[src/rtl/scb_pkg.sv]
package scb_pkg;

    localparam int SYM_BITS        = 8;
    localparam int PROB_BITS       = 16;
    localparam int LEN_BITS        = 5;
    localparam int WORD_BITS       = PROB_BITS + 1;
    localparam int SUM_BITS        = PROB_BITS + 1;
    localparam int MAX_SYMBOLS_DEF = 16;

    typedef struct packed {
        logic [SYM_BITS-1:0]  symbol;
        logic [PROB_BITS-1:0] probability;
        logic                 last_symbol;
    } t_in_item;

    typedef struct packed {
        logic [SYM_BITS-1:0]  out_symbol;
        logic [LEN_BITS-1:0]  code_length;
        logic [WORD_BITS-1:0] code_word;
        logic                 error_flag;
        logic                 last_code;
    } t_out_item;

    typedef struct packed {
        logic wr;
        logic start;
        logic scan_clear;
        logic cmp;
        logic emit;
        logic last;
    } t_ctrl_cmd;

    function automatic logic [LEN_BITS-1:0] bit_len(input logic [PROB_BITS-1:0] v);
        logic [LEN_BITS-1:0] n;
        n = '0;
        for (int k = 0; k < PROB_BITS; k++) begin
            if (v[k]) begin
                n = LEN_BITS'(k + 1);
            end
        end
        return n;
    endfunction

endpackage

[src/rtl/scb_ram.sv]
module scb_ram #(
    parameter int WIDTH = 8,
    parameter int DEPTH = 16
) (
    input  logic                     i_clk,
    input  logic                     i_we,
    input  logic [$clog2(DEPTH)-1:0] i_waddr,
    input  logic [WIDTH-1:0]         i_wdata,
    input  logic [$clog2(DEPTH)-1:0] i_raddr,
    output logic [WIDTH-1:0]         o_rdata
);

    logic [WIDTH-1:0] r_mem [DEPTH];
    logic [WIDTH-1:0] r_rdata;

    always_ff @(posedge i_clk) begin
        if (i_we) begin
            r_mem[i_waddr] <= i_wdata;
        end
        r_rdata <= r_mem[i_raddr];
    end

    assign o_rdata = r_rdata;

endmodule

[src/rtl/scb_ctrl.sv]
module scb_ctrl
    import scb_pkg::*;
#(
    parameter int MAX_SYMBOLS = MAX_SYMBOLS_DEF
) (
    input  logic                           i_clk,
    input  logic                           i_rst_n,
    input  logic                           i_in_valid,
    input  logic                           i_last_symbol,
    output logic                           o_in_stall,
    output logic                           o_out_valid,
    input  logic                           i_out_stall,
    output t_ctrl_cmd                      o_cmd,
    output logic [$clog2(MAX_SYMBOLS)-1:0] o_wr_idx,
    output logic [$clog2(MAX_SYMBOLS)-1:0] o_rd_idx,
    output logic [$clog2(MAX_SYMBOLS)-1:0] o_cmp_idx
);

    localparam int IW = $clog2(MAX_SYMBOLS);
    localparam int CW = $clog2(MAX_SYMBOLS + 1);

    localparam logic [1:0] ST_LOAD = 2'd0;
    localparam logic [1:0] ST_SCAN = 2'd1;
    localparam logic [1:0] ST_TAIL = 2'd2;
    localparam logic [1:0] ST_EMIT = 2'd3;

    logic [1:0]    r_state, n_state;
    logic [CW-1:0] r_count, n_count;
    logic [CW-1:0] r_emit, n_emit;
    logic [IW-1:0] r_addr, n_addr;
    logic [IW-1:0] r_rd_idx;
    logic          r_rd_vld, n_rd_vld;
    logic          r_out_valid, n_out_valid;
    logic          in_acc;
    logic          out_free;
    logic          last_out;
    t_ctrl_cmd     cmd;

    assign in_acc   = i_in_valid && (r_state == ST_LOAD);
    assign out_free = !r_out_valid || !i_out_stall;
    assign last_out = (r_emit + CW'(1)) == r_count;

    always_comb begin
        n_state     = r_state;
        n_count     = r_count;
        n_emit      = r_emit;
        n_addr      = r_addr;
        n_rd_vld    = 1'b0;
        n_out_valid = r_out_valid && i_out_stall;
        cmd         = '0;
        case (r_state)
            ST_LOAD: begin
                if (in_acc) begin
                    cmd.wr  = 1'b1;
                    n_count = r_count + CW'(1);
                    if (i_last_symbol || (r_count + CW'(1)) == CW'(MAX_SYMBOLS)) begin
                        cmd.start      = 1'b1;
                        cmd.scan_clear = 1'b1;
                        n_state        = ST_SCAN;
                        n_addr         = '0;
                        n_emit         = '0;
                    end
                end
            end
            ST_SCAN: begin
                n_rd_vld = 1'b1;
                cmd.cmp  = r_rd_vld;
                if (CW'(r_addr) == r_count - CW'(1)) begin
                    n_state = ST_TAIL;
                end else begin
                    n_addr = r_addr + IW'(1);
                end
            end
            ST_TAIL: begin
                cmd.cmp = r_rd_vld;
                n_state = ST_EMIT;
            end
            ST_EMIT: begin
                if (out_free) begin
                    cmd.emit    = 1'b1;
                    cmd.last    = last_out;
                    n_out_valid = 1'b1;
                    n_emit      = r_emit + CW'(1);
                    if (last_out) begin
                        n_state = ST_LOAD;
                        n_count = '0;
                    end else begin
                        cmd.scan_clear = 1'b1;
                        n_state        = ST_SCAN;
                        n_addr         = '0;
                    end
                end
            end
            default: begin
                n_state = ST_LOAD;
            end
        endcase
    end

    always_ff @(posedge i_clk) begin
        if (!i_rst_n) begin
            r_state     <= ST_LOAD;
            r_count     <= '0;
            r_emit      <= '0;
            r_addr      <= '0;
            r_rd_vld    <= 1'b0;
            r_out_valid <= 1'b0;
        end else begin
            r_state     <= n_state;
            r_count     <= n_count;
            r_emit      <= n_emit;
            r_addr      <= n_addr;
            r_rd_vld    <= n_rd_vld;
            r_out_valid <= n_out_valid;
        end
    end

    always_ff @(posedge i_clk) begin
        r_rd_idx <= r_addr;
    end

    assign o_in_stall  = (r_state != ST_LOAD);
    assign o_out_valid = r_out_valid;
    assign o_cmd       = cmd;
    assign o_wr_idx    = r_count[IW-1:0];
    assign o_rd_idx    = r_addr;
    assign o_cmp_idx   = r_rd_idx;

    a_emit_room: assert property (@(posedge i_clk) disable iff (!i_rst_n)
        cmd.emit |-> out_free)
        else $error("result loaded over an untaken one");

    a_count_max: assert property (@(posedge i_clk) disable iff (!i_rst_n)
        r_count <= CW'(MAX_SYMBOLS))
        else $error("entry count beyond store depth");

    a_close_set: assert property (@(posedge i_clk) disable iff (!i_rst_n)
        (in_acc && i_last_symbol) |=> (o_in_stall && r_state == ST_SCAN))
        else $error("set not closed after last item");

    a_emit_scan: assert property (@(posedge i_clk) disable iff (!i_rst_n)
        (cmd.emit && !cmd.last) |=> (r_state == ST_SCAN && r_addr == '0))
        else $error("scan not restarted after result");

endmodule

[src/rtl/scb_dp.sv]
module scb_dp
    import scb_pkg::*;
#(
    parameter int MAX_SYMBOLS = MAX_SYMBOLS_DEF
) (
    input  logic                           i_clk,
    input  logic                           i_rst_n,
    input  t_ctrl_cmd                      i_cmd,
    input  logic [$clog2(MAX_SYMBOLS)-1:0] i_wr_idx,
    input  logic [$clog2(MAX_SYMBOLS)-1:0] i_rd_idx,
    input  logic [$clog2(MAX_SYMBOLS)-1:0] i_cmp_idx,
    input  t_in_item                       i_in_item,
    output t_out_item                      o_out_item
);

    localparam int IW = $clog2(MAX_SYMBOLS);
    localparam int EW = SYM_BITS + PROB_BITS;
    localparam logic [SUM_BITS:0] ONE = (SUM_BITS + 1)'(1) << PROB_BITS;

    logic [EW-1:0]        rd_data;
    logic [SYM_BITS-1:0]  rd_sym;
    logic [PROB_BITS-1:0] rd_prob;
    logic                 take;

    logic [MAX_SYMBOLS-1:0] r_done;
    logic                   r_best_vld;
    logic [PROB_BITS-1:0]   r_best_prob;
    logic [SYM_BITS-1:0]    r_best_sym;
    logic [IW-1:0]          r_best_idx;
    logic [SUM_BITS-1:0]    r_cum, n_cum;
    t_out_item              r_out, n_out;

    logic [LEN_BITS-1:0]  bl;
    logic                 err;
    logic [SUM_BITS:0]    sum_ext;

    scb_ram #(
        .WIDTH (EW),
        .DEPTH (MAX_SYMBOLS)
    ) u_store (
        .i_clk   (i_clk),
        .i_we    (i_cmd.wr),
        .i_waddr (i_wr_idx),
        .i_wdata ({i_in_item.symbol, i_in_item.probability}),
        .i_raddr (i_rd_idx),
        .o_rdata (rd_data)
    );

    assign rd_sym  = rd_data[EW-1:PROB_BITS];
    assign rd_prob = rd_data[PROB_BITS-1:0];
    assign take    = i_cmd.cmp && !r_done[i_cmp_idx]
                     && (!r_best_vld || rd_prob > r_best_prob);

    always_comb begin
        bl      = bit_len(r_best_prob - PROB_BITS'(1));
        err     = (r_best_prob == '0) || r_cum[SUM_BITS-1];
        sum_ext = {1'b0, r_cum} + (SUM_BITS + 1)'(r_best_prob);
        n_cum   = (sum_ext > ONE) ? ONE[SUM_BITS-1:0] : sum_ext[SUM_BITS-1:0];

        n_out            = '0;
        n_out.out_symbol = r_best_sym;
        n_out.error_flag = err;
        n_out.last_code  = i_cmd.last;
        if (!err) begin
            n_out.code_length = LEN_BITS'(PROB_BITS + 1) - bl;
            n_out.code_word   = WORD_BITS'({r_cum[PROB_BITS-1:0], 1'b0} >> bl);
        end
    end

    always_ff @(posedge i_clk) begin
        if (!i_rst_n) begin
            r_done     <= '0;
            r_best_vld <= 1'b0;
            r_cum      <= '0;
        end else begin
            if (i_cmd.start) begin
                r_done <= '0;
                r_cum  <= '0;
            end else if (i_cmd.emit) begin
                r_done[r_best_idx] <= 1'b1;
                r_cum              <= n_cum;
            end
            if (i_cmd.scan_clear) begin
                r_best_vld <= 1'b0;
            end else if (take) begin
                r_best_vld <= 1'b1;
            end
        end
    end

    always_ff @(posedge i_clk) begin
        if (take) begin
            r_best_prob <= rd_prob;
            r_best_sym  <= rd_sym;
            r_best_idx  <= i_cmp_idx;
        end
        if (i_cmd.emit) begin
            r_out <= n_out;
        end
    end

    assign o_out_item = r_out;

    a_emit_best: assert property (@(posedge i_clk) disable iff (!i_rst_n)
        i_cmd.emit |-> r_best_vld)
        else $error("result taken with no candidate");

    a_emit_mark: assert property (@(posedge i_clk) disable iff (!i_rst_n)
        (i_cmd.emit && !i_cmd.start) |=> r_done[$past(r_best_idx)])
        else $error("emitted entry not marked");

endmodule

[src/rtl/shannon_code_builder_top.sv]
// Channel   Direction  Valid          Stall          Payload
// input     in         i_in_valid     o_in_stall     i_in_item  (t_in_item)
// result    out        o_out_valid    i_out_stall    o_out_item (t_out_item)
//
// Loading accepts one item per cycle; stall rises once the set closes.
// Each result then comes from one pass of the store's single read port,
// which finds the largest unemitted probability.
// Reset is synchronous, active low; the store needs no clearing.
// A stalled result holds in the output register; the next pass still runs,
// and its result waits until the held one is taken.
module shannon_code_builder_top
    import scb_pkg::*;
#(
    parameter int MAX_SYMBOLS = MAX_SYMBOLS_DEF
) (
    input  logic      i_clk,
    input  logic      i_rst_n,
    input  logic      i_in_valid,
    output logic      o_in_stall,
    input  t_in_item  i_in_item,
    output logic      o_out_valid,
    input  logic      i_out_stall,
    output t_out_item o_out_item
);

    localparam int IW = $clog2(MAX_SYMBOLS);

    t_ctrl_cmd     cmd;
    logic [IW-1:0] wr_idx;
    logic [IW-1:0] rd_idx;
    logic [IW-1:0] cmp_idx;

    scb_ctrl #(
        .MAX_SYMBOLS (MAX_SYMBOLS)
    ) u_ctrl (
        .i_clk         (i_clk),
        .i_rst_n       (i_rst_n),
        .i_in_valid    (i_in_valid),
        .i_last_symbol (i_in_item.last_symbol),
        .o_in_stall    (o_in_stall),
        .o_out_valid   (o_out_valid),
        .i_out_stall   (i_out_stall),
        .o_cmd         (cmd),
        .o_wr_idx      (wr_idx),
        .o_rd_idx      (rd_idx),
        .o_cmp_idx     (cmp_idx)
    );

    scb_dp #(
        .MAX_SYMBOLS (MAX_SYMBOLS)
    ) u_dp (
        .i_clk      (i_clk),
        .i_rst_n    (i_rst_n),
        .i_cmd      (cmd),
        .i_wr_idx   (wr_idx),
        .i_rd_idx   (rd_idx),
        .i_cmp_idx  (cmp_idx),
        .i_in_item  (i_in_item),
        .o_out_item (o_out_item)
    );

endmodule

[config.mk]
export PLATFORM = sky130hd
export DESIGN_NAME = shannon_code_builder_top
export DESIGN_NICKNAME = d
export VERILOG_FILES = /design/src/rtl/scb_pkg.sv /design/src/rtl/scb_ram.sv /design/src/rtl/scb_ctrl.sv /design/src/rtl/scb_dp.sv /design/src/rtl/shannon_code_builder_top.sv
export SDC_FILE = /design/constraint.sdc
export NUM_CORES = 1
export LEC_CHECK = 0
export BUFFER_PORTS_ARGS = -buffer_cell sky130_fd_sc_hd__buf_2
export CAP_MARGIN = 20
export CORE_MARGIN = 2
export CORE_UTILIZATION = 50
export CTS_CLUSTER_DIAMETER = 150
export CTS_CLUSTER_SIZE = 28
export DETAILED_ROUTE_END_ITERATION = 6
export MAX_ROUTING_LAYER = met4
export PLACE_DENSITY_LB_ADDON = 0.3
export SLEW_MARGIN = 20
export SYNTH_ARGS = -nofsm -noshare
export SYNTH_HDL_FRONTEND = slang
export SYNTH_SLANG_ARGS = --single-unit
[constraint.sdc]
create_clock -name i_clk -period 15.7 [get_ports i_clk]
set_clock_uncertainty 0.05 [all_clocks]
set_input_delay 1.57 -clock i_clk [delete_from_list [all_inputs] [get_ports i_clk]]
set_output_delay 1.57 -clock i_clk [all_outputs]
set_load 0.02 [all_outputs]
After elaboration in Yosys (flattened, before gate mapping)
Memory sizes are Yosys's and may differ from the RTL's. A register that Yosys moved wholly into a read port is not among the register bits.
Cells that the tools add are included.
Cells by class
  add/subtract/negate cells: 7
  magnitude comparators: 5
  equal/unequal tests: 13
  shifts and indexed selects: 1
  mux-type cells: 55
  bitwise gates (word level): 2
  reduce and logical (&&, ||, !) cells: 26
Operator list (number)
  $mux W4: 13
  $mux W5: 7
  $mux W2: 10
  $pmux W5 S2: 2
  $add A17 B16 Y18: 1
  $gt A18 B17 Y1 const B: 1
  $mux W17: 1
  $shr A17 B5 Y17: 1
  $gt A16 B16 Y1: 1
  $logic_not A16 Y1: 1
  $or A16 B16 Y16: 1
  $sub A16 B1 Y16 const B: 1
  $mux W3: 5
  $mux W1: 12
  $pmux W4 S3: 1
  $reduce_and A4 Y1: 3
  $add A5 B1 Y5 const B: 2
  $lt A4 B5 Y1 const B: 2
  $ne A2 B1 Y1 const B: 4
  $pmux W2 S4: 1
  $ne A2 B2 Y1 const B: 3
  $reduce_and A6 Y1: 1
  $reduce_or A2 Y1: 3
  $eq A4 B5 Y1: 1
  19 further kinds: 31
Storage, ports and cells
  bits in registers: 116
  memory bits (writable): 384
  output and inout bits: 34
  memories: 1
Memory list
  u_dp.u_store.r_mem: words 16, bits a word 24, read ports 1, clocked after Yosys merged registers in 1, wr ports 1, RTL line scb_ram.sv:13  | logic [WIDTH-1:0] r_mem [DEPTH];

Logic depth before layout (Yosys ltp)
Gate-level depths: netlist of run 1.
  depth after elaboration: 18
  mapped depth: 15
  depth with buffers taken out: 12

By module
From an unflattened synthesis of run 1, not the netlist that was laid out.
Second synthesis, totals
  cells, all modules: 1380
  area total of the unflattened synthesis: 22253.8 um2
Modules (own cells, without submodules)
  scb_ram: times used 1, cells an instance 636, area an instance 14930.6 um2, sequential area each 12011.5 um2
  scb_dp: times used 1, cells an instance 570, area an instance 5884.4 um2, sequential area each 2482.4 um2
  scb_ctrl: times used 1, cells an instance 174, area an instance 1438.9 um2, sequential area each 440.4 um2

Worst setup path after synthesis of run 1
OpenSTA, ideal clock, no wires.
  path type: register -> register
  start point: reg u_dp.r_best_prob[1]
  end point: reg u_dp.r_best_idx[0], enable pin
  setup time: 485 ps
  data arrival time: 4471 ps
  data required time: 15165 ps
  path slack: 10695 ps
  cell stages (with the launch flop): 13
  path buffers: 1
  cells stage by stage: edfxtp_1 buf_2 inv_1 ha_1 nor2b_1 o21a_1 o21a_1 o21a_1 o21ai_0 nand2b_1 a21oi_1 o21ai_0 nor4bb_1
Between the ends
  cells in the longest elaborated chain, start to end: 3
Ends and longest elaborated chain
  start: declaration: RTL line scb_dp.sv:27  | logic [PROB_BITS-1:0] r_best_prob;
  start signal: assignment: RTL line scb_dp.sv:93  | r_best_prob <= rd_prob;
  $gt A16 B16 Y1: RTL line scb_dp.sv:52  | && (!r_best_vld || rd_prob > r_best_prob);
  $logic_or A1 B1 Y1: RTL line scb_dp.sv:52
  $logic_and A1 B1 Y1: RTL line scb_dp.sv:52
  named net u_dp.take: RTL line scb_dp.sv:23  | logic take;
  end signal: assignment: RTL line scb_dp.sv:95  | r_best_idx <= i_cmp_idx;
  end: declaration: RTL line scb_dp.sv:29  | logic [IW-1:0] r_best_idx;
The timed path passes the listed nets, and every way through them passes these cells.
A chain may end at the register's enable or synchronous reset.

Final worst setup path of run 1
  start point: reg u_dp.r_best_prob[1]
  end point: reg u_dp.r_out, in the netlist u_dp.o_out_item[2] (data pin)
Between the ends
  cells in the longest elaborated chain, start to end: 17
  elaborated cells between the ends (all ways): 19
  classes of those cells: add/sub (1); shift (1); mux (15); reduce/logical (2)
Ends and longest elaborated chain
  $sub A16 B1 Y16: RTL line scb_dp.sv:55  | bl = bit_len(r_best_prob - PROB_BITS'(1));
  $mux W2 (2 in a row): RTL line scb_pkg.sv:37  | if (v[k]) begin
  $mux W3 (4 in a row): RTL line scb_pkg.sv:37
  $mux W4 (8 in a row): RTL line scb_pkg.sv:37
  $mux W5: RTL line scb_pkg.sv:37
  $shr A17 B5 Y17: RTL line scb_dp.sv:66  | n_out.code_word = WORD_BITS'({r_cum[PROB_BITS-1:0], 1'b0} >> bl);
  end signal: assignment: RTL line scb_dp.sv:98  | r_out <= n_out;
  end: declaration: RTL line scb_dp.sv:31  | t_out_item r_out, n_out;
Parallel ways exist; a longest one is shown, timed or not.

==> reports/qor.yml, run 1 <==
final_layout:
  final_layout_size_suffix_gt1_share_pct: 19.9
  fin_cells: 1939
  fillCellCount: 3315
  layout-area-overhead-vs-synth_pct: 8.14
  final_util_pct: 55.0
  fin_area_um2: 23800
  nets: 1412
setup_path:
  path_cells: "inv_1 -> ha_1 -> nor2b_1 -> and3_1 -> nand3_1 -> a211o_1 -> o21ai_2 -> mux2i_1 -> mux2i_1 -> o211ai_1 -> o211ai_1"
  cp_max_fo: 17
  reg2reg_slack_ns: 11.42
  cp.arrival_ns: 4.55
  critPathSlowestCell: "o21ai_2"
  start_kind: "flop"
  cp_num_buf_inv: 1
  slowest_delay_ns: 0.83
  critPathTopFamily: "compound AO/OA/AOI/OAI gates"
  critPathKind: "flop to flop"
  cp-end-kind: "flop"
  cp.required_ns: 15.97
floorplanning:
  ios: 63
  coreArea_um2: 43300
  dieArea_um2: 45700
  die_w_um: 214
  std_cell_rows: 76
  die_h_um: 214
  start_util_pct: 50.9
yosys:
  yosysMostFrequentCell: "edfxtp_1"
  synth_top_area_cell: "edfxtp_1"
  synth_warnings: 0
  synth_fp_nets: 1364
  ys.flop_type: "edfxtp_1"
  avgSynthCellArea_um2: 17.1
  synth_edf_count: 444
  yosysTopAreaCellShare_pct: 60.6
  synthDistinctLibCells: 79
  ys_ff_latch: 524
  ys_seq_area_share_pct: 67.8
  async_flop_share_pct: 0
  yosys-top-cells-area: "edfxtp_1 61%, mux4_2 13%, dfxtp_1 7.3%"
  netlist_instances: 1288
  synth_area_um2: 22000
  synth_commonest_cells: "444 x edfxtp_1, 125 x mux4_2, 80 x dfxtp_1"
timing:
  setup_tns_ns: 0
  worst_hold_slack_ns: 0.366
  slew_violations: 0
  period_minus_slack_ns: 4.28
  min_period_over_period_pct: 27.2
  final_hold_viol_count: 0
  worstMarginPinSlew_ns: 1.12
  rsz0062_at_grt: "no"
  timing.final.ws_setup_ns: 11.42
  setup_viol: 0
  clock.fmax_mhz: 234
  slew_headroom_pct: 25.3
place:
  dp.final_hpwl_um: 26200
  gp_congestion: 0.889
  placed_area_um2: 23000
  pre_cts_slack_ns: 11.47
  port_buffers: 62
  dp.cells: 1893
run_status:
  outcome: "finished clean"
pwr:
  peakVddDrop_mv: 0.143
  seq_power_share_pct: 59.8
  pwr-share-clk_pct: 24.5
  total_power_mw: 2.77
  p_leak_nw: 7.66
  p_comb_share_pct: 15.7
  swShare_pct: 25.3
  p_int_mw: 2.07
  powerDensity_nw_per_um2: 116
  p_switching_uw: 700
grt:
  grt_pass1_wl_um: 68900
  track_usage_pct: 20.8
  antenna_found_initial: 2
  grt_start_max_net_pins: 65
  overflow: 0
  grt_pass1_vias: 11500
cts:
  cts-root-buf: "clkbuf_16"
  numClockSinks: 524
  cts_setup_buffers: 0
  clkTransAtPathRegs_ns: 0.11
  worstSkewPairLatency_ns: 0.59
  cts_resized: 0
  cts_buffer_depth: 3
  cts_tree: "yes"
  numCtsBuffers: 22
  ctsHoldBuffers: 0
  cts_max_level: 1
drt:
  drt_pass1_iterations: 5
  ant_nets: 0
  wl_um: 45300
  wl_per_cell_um: 23.4
  num_vias: 11600
  drc: 0
  via_per_inst: 6.00
  drt_iter0_markers: 935
worst_hold_path:
  hp-class: "flop to flop"
flow_run:
  cap_viol_max_count: 0
## placed cells by master, fill, tap and decap left out, types with 16 or more instances in the layout
| cell | count |
|---|---|
| mux2i_1 | 40 |
| nor3_1 | 25 |
| inv_1 | 36 |
| clkbuf_1 | 16 |
| buf_2 | 62 |
| dfxtp_1 | 76 |
| a21oi_1 | 34 |
| edfxtp_1 | 444 |
| o21ai_0 | 25 |
| nand3_1 | 27 |
| clkbuf_16 | 22 |
| nor2b_1 | 20 |
| ha_1 | 46 |
| xnor2_1 | 20 |
| mux4_2 | 125 |
| nand2_1 | 37 |
| nor2_1 | 60 |
## logic make-up after synthesis
kind of cell / synth area share (%)
flip-flops: 67.8
AND/OR/NAND/NOR: 5.81
AO/OA/AOI/OAI: 5.80
multiplexers: 14.7
buffers and inverters: 1.85
adder cells (fa/ha/maj): 2.71
XOR/XNOR: 1.27
## final cells by class
type,count,area [um2],area share [%]
sequential,524,14900,62.8
multi-input combinational,670,6800,28.6
tap,585,732,3.07
clock buffer,38,611,2.56
timing repair buffer,80,531,2.23
inverter,38,143,0.599
clock inverter,2,38.8,0.163
antenna,2,5.00,0.0210
## power by group through the flow
stage | Combinational, mW | Sequential (mW) | Clock, mW
after floorplan | 0.329 | 1.66 | 0
after global placement | 0.428 | 1.68 | 0
after detailed placement | 0.435 | 1.69 | 0
after CTS | 0.437 | 1.65 | 0.701
after global routing | 0.478 | 1.66 | 0.742
final | 0.434 | 1.65 | 0.679
## sequential cells by signal, summed over array words and instances, names as in the netlist
name,count
u_dp.r_done,16
u_dp.r_cum,17
u_ctrl.r_state,2
u_dp.u_store.r_mem,384
u_ctrl.r_count,5
u_dp.r_best_idx,4
u_ctrl.o_rd_idx,4
u_dp.u_store.o_rdata,24
u_ctrl.r_rd_vld,1
u_ctrl.r_emit,5
u_dp.r_best_prob,16
u_dp.r_best_vld,1
u_ctrl.o_out_valid,1
u_dp.r_best_sym,8
u_ctrl.o_cmp_idx,4
u_dp.o_out_item,32
## path summary, 6_finish.rpt
path                                                from  depth (start not counted)                  to
worst max-delay path                 u_dp.r_best_prob[1]                         11  u_dp.o_out_item[2]
worst min-delay path            u_dp.u_store.o_rdata[22]                          0  u_dp.r_best_sym[6]
worst max register to register       u_dp.r_best_prob[1]                         11  u_dp.o_out_item[2]
worst min register to register  u_dp.u_store.o_rdata[22]                          0  u_dp.r_best_sym[6]
## layer usage
| metal | vias up | global-route usage (%) | routed length, um |
|---|---|---|---|
| li1 | 5241 | - | - |
| met1 | 5988 | 27.1 | 18700 |
| met2 | 345 | 35.7 | 23500 |
| met3 | 54 | 2.49 | 2180 |
| met4 | 0 | 4.36 | 817 |
| met5 | - | - | 0 |
No activity file was read; power rests on OpenSTA's default activity.
==> run 2: changes to the inputs <==
==> constraint.sdc (replaced) <==
create_clock -name i_clk -period 3.7 [get_ports i_clk]
set_clock_uncertainty 0.05 [all_clocks]
set_input_delay 0.37 -clock i_clk [delete_from_list [all_inputs] [get_ports i_clk]]
set_output_delay 0.37 -clock i_clk [all_outputs]
set_load 0.02 [all_outputs]
==> run 2 against run 1 <==
Critical path depth is the same. Sequential share of layout area fell by 0.55 points. Final cell count rose by 1.6%. Global-route usage grew 0.50 points. Via count up 1.2%. Wire length increased by 1.9%. Critical path type unchanged.
==> reports/qor.yml, run 2 (synthesis gave the netlist of run 1 again) <==
cts:
  worstSkewPairLatency_ns: 0.56
  cts_tree: "yes"
  numClockSinks: 524
  cts-root-buf: "clkbuf_16"
  cts_max_level: 1
  cts_buffer_depth: 3
  numCtsBuffers: 22
  ctsHoldBuffers: 0
  clkTransAtPathRegs_ns: 0.11
timing:
  slew_violations: 0
  setup_tns_ns: 0
  rsz0062_at_grt: "no"
  final_hold_viol_count: 0
  min_period_over_period_pct: 91.5
  worst_hold_slack_ns: 0.0336
  period_minus_slack_ns: 3.38
  setup_viol: 0
  worstMarginPinSlew_ns: 0.700
  clock.fmax_mhz: 295
  slew_headroom_pct: 53.3
drt:
  wl_um: 46200
  drt_pass1_iterations: 5
  ant_nets: 0
  wl_per_cell_um: 23.4
  via_per_inst: 5.97
  num_vias: 11800
  drt_iter0_markers: 1043
  drc: 0
final_layout:
  nets: 1443
  seqCellArea_um2: 14900
  largest_register_ffs: 384
  fillCellCount: 3345
  multi_input_area_um2: 6810
  layout_common_cells: "444 x edfxtp_1, 125 x mux4_2, 76 x dfxtp_1, 62 x buf_2, 59 x nor2_1"
  fin_area_um2: 24000
  final_common_cell: "edfxtp_1"
  layout-area-overhead-vs-synth_pct: 9.09
  final_layout_size_suffix_gt1_share_pct: 21.8
  final_util_pct: 55.5
  top_register: "u_dp.u_store.r_mem"
setup_path:
  cp-end-kind: "flop"
  cp.required_ns: 4.03
  cp_max_fo: 18
  start_kind: "flop"
  critPathKind: "flop to flop"
  cp.arrival_ns: 3.72
grt:
  track_usage_pct: 21.3
  antenna_found_initial: 2
  overflow: 0
  grt_pass1_wl_um: 71200
  grt_pass1_vias: 11900
  grt_start_max_net_pins: 50
pwr:
  peakVddDrop_mv: 0.515
  seq_power_share_pct: 59.3
  powerDensity_nw_per_um2: 492
  swShare_pct: 25.1
  p_leak_nw: 7.81
  p_comb_share_pct: 16.3
  p_switching_mw: 2.96
  pwr-share-clk_pct: 24.4
  p_int_mw: 8.85
floorplanning:
  start_util_pct: 50.9
  coreArea_um2: 43300
  die_w_um: 214
  std_cell_rows: 76
  dieArea_um2: 45700
  ios: 63
  die_h_um: 214
place:
  placed_area_um2: 23300
  gp_congestion: 0.900
  dp.final_hpwl_um: 27600
  port_buffers: 62
flow_run:
  cap_viol_max_count: 0
run_status:
  outcome: "finished clean"
worst_hold_path:
  hp-class: "primary input to flop"
## run 2: repair_timing
action | CTS | global route
gates resized for setup | 0 | 1
endpoints found under the hold margin | 0 | 0
setup buffers | 0 | 2
endpoints found under the setup margin | 0 | 1
## run 2: worst paths after layout
kind / from / to / slack [ns] / depth (start not counted)
worst max-delay path: u_dp.r_best_prob[3] / u_dp.o_out_item[10] / 0.32 / 11
worst min register to register: u_dp.u_store.o_rdata[23] / u_dp.r_best_sym[7] / 0.36 / 0
worst max register to register: u_dp.r_best_prob[3] / u_dp.o_out_item[10] / 0.32 / 11
worst min-delay path: i_out_stall / u_ctrl.o_out_valid / 0.03 / 3
## run 2: metal layers
metal  share of wire, %  global-route usage (%)  up-vias
met5                  0                       -        -
met4                1.5                    3.95        0
met3                5.0                    2.81       50
met2                 50                    35.3      290
met1                 43                    28.9     6128
li1                   -                       -     5294
## run 2: metrics by stage
step                cells  setup WS, ns  power (mW)
floorplan            1288         0.478        8.44
CTS                  1966         0.275        11.9
global route         1970        0.0735        12.3
detailed placement   1926         0.306        9.07
finish               1970         0.315        11.8
global placement     1926         0.357        9.04
## run 2: final cells by class
type	instances	share of cell area [%]
antenna	2	0.0208
clock buffer	39	2.65
clock inverter	1	0.0365
inverter	38	0.594
multi-input combinational	670	28.3
sequential	524	62.2
tap	585	3.05
timing repair buffer	111	3.08
## run 2: critical path, stage by stage (launching register included)
cell and delay (ns):
edfxtp_1 0.62, or3_1 0.46, o41ai_1 0.33, and3_1 0.26
nor2_1 0.07, a21oi_2 0.37, nor2_4 0.12, inv_2 0.14
buf_4 0.26, nand2_1 0.12, o21a_1 0.18, a211oi_1 0.22
## run 2: power by group through the flow
stage / registers (mW) / logic [mW] / clock network, mW
final: 7.00 / 1.92 / 2.88
after global routing: 7.04 / 2.12 / 3.14
after CTS: 7.01 / 1.94 / 2.96
after floorplan: 7.04 / 1.40 / 0
after global placement: 7.13 / 1.91 / 0
after detailed placement: 7.14 / 1.93 / 0
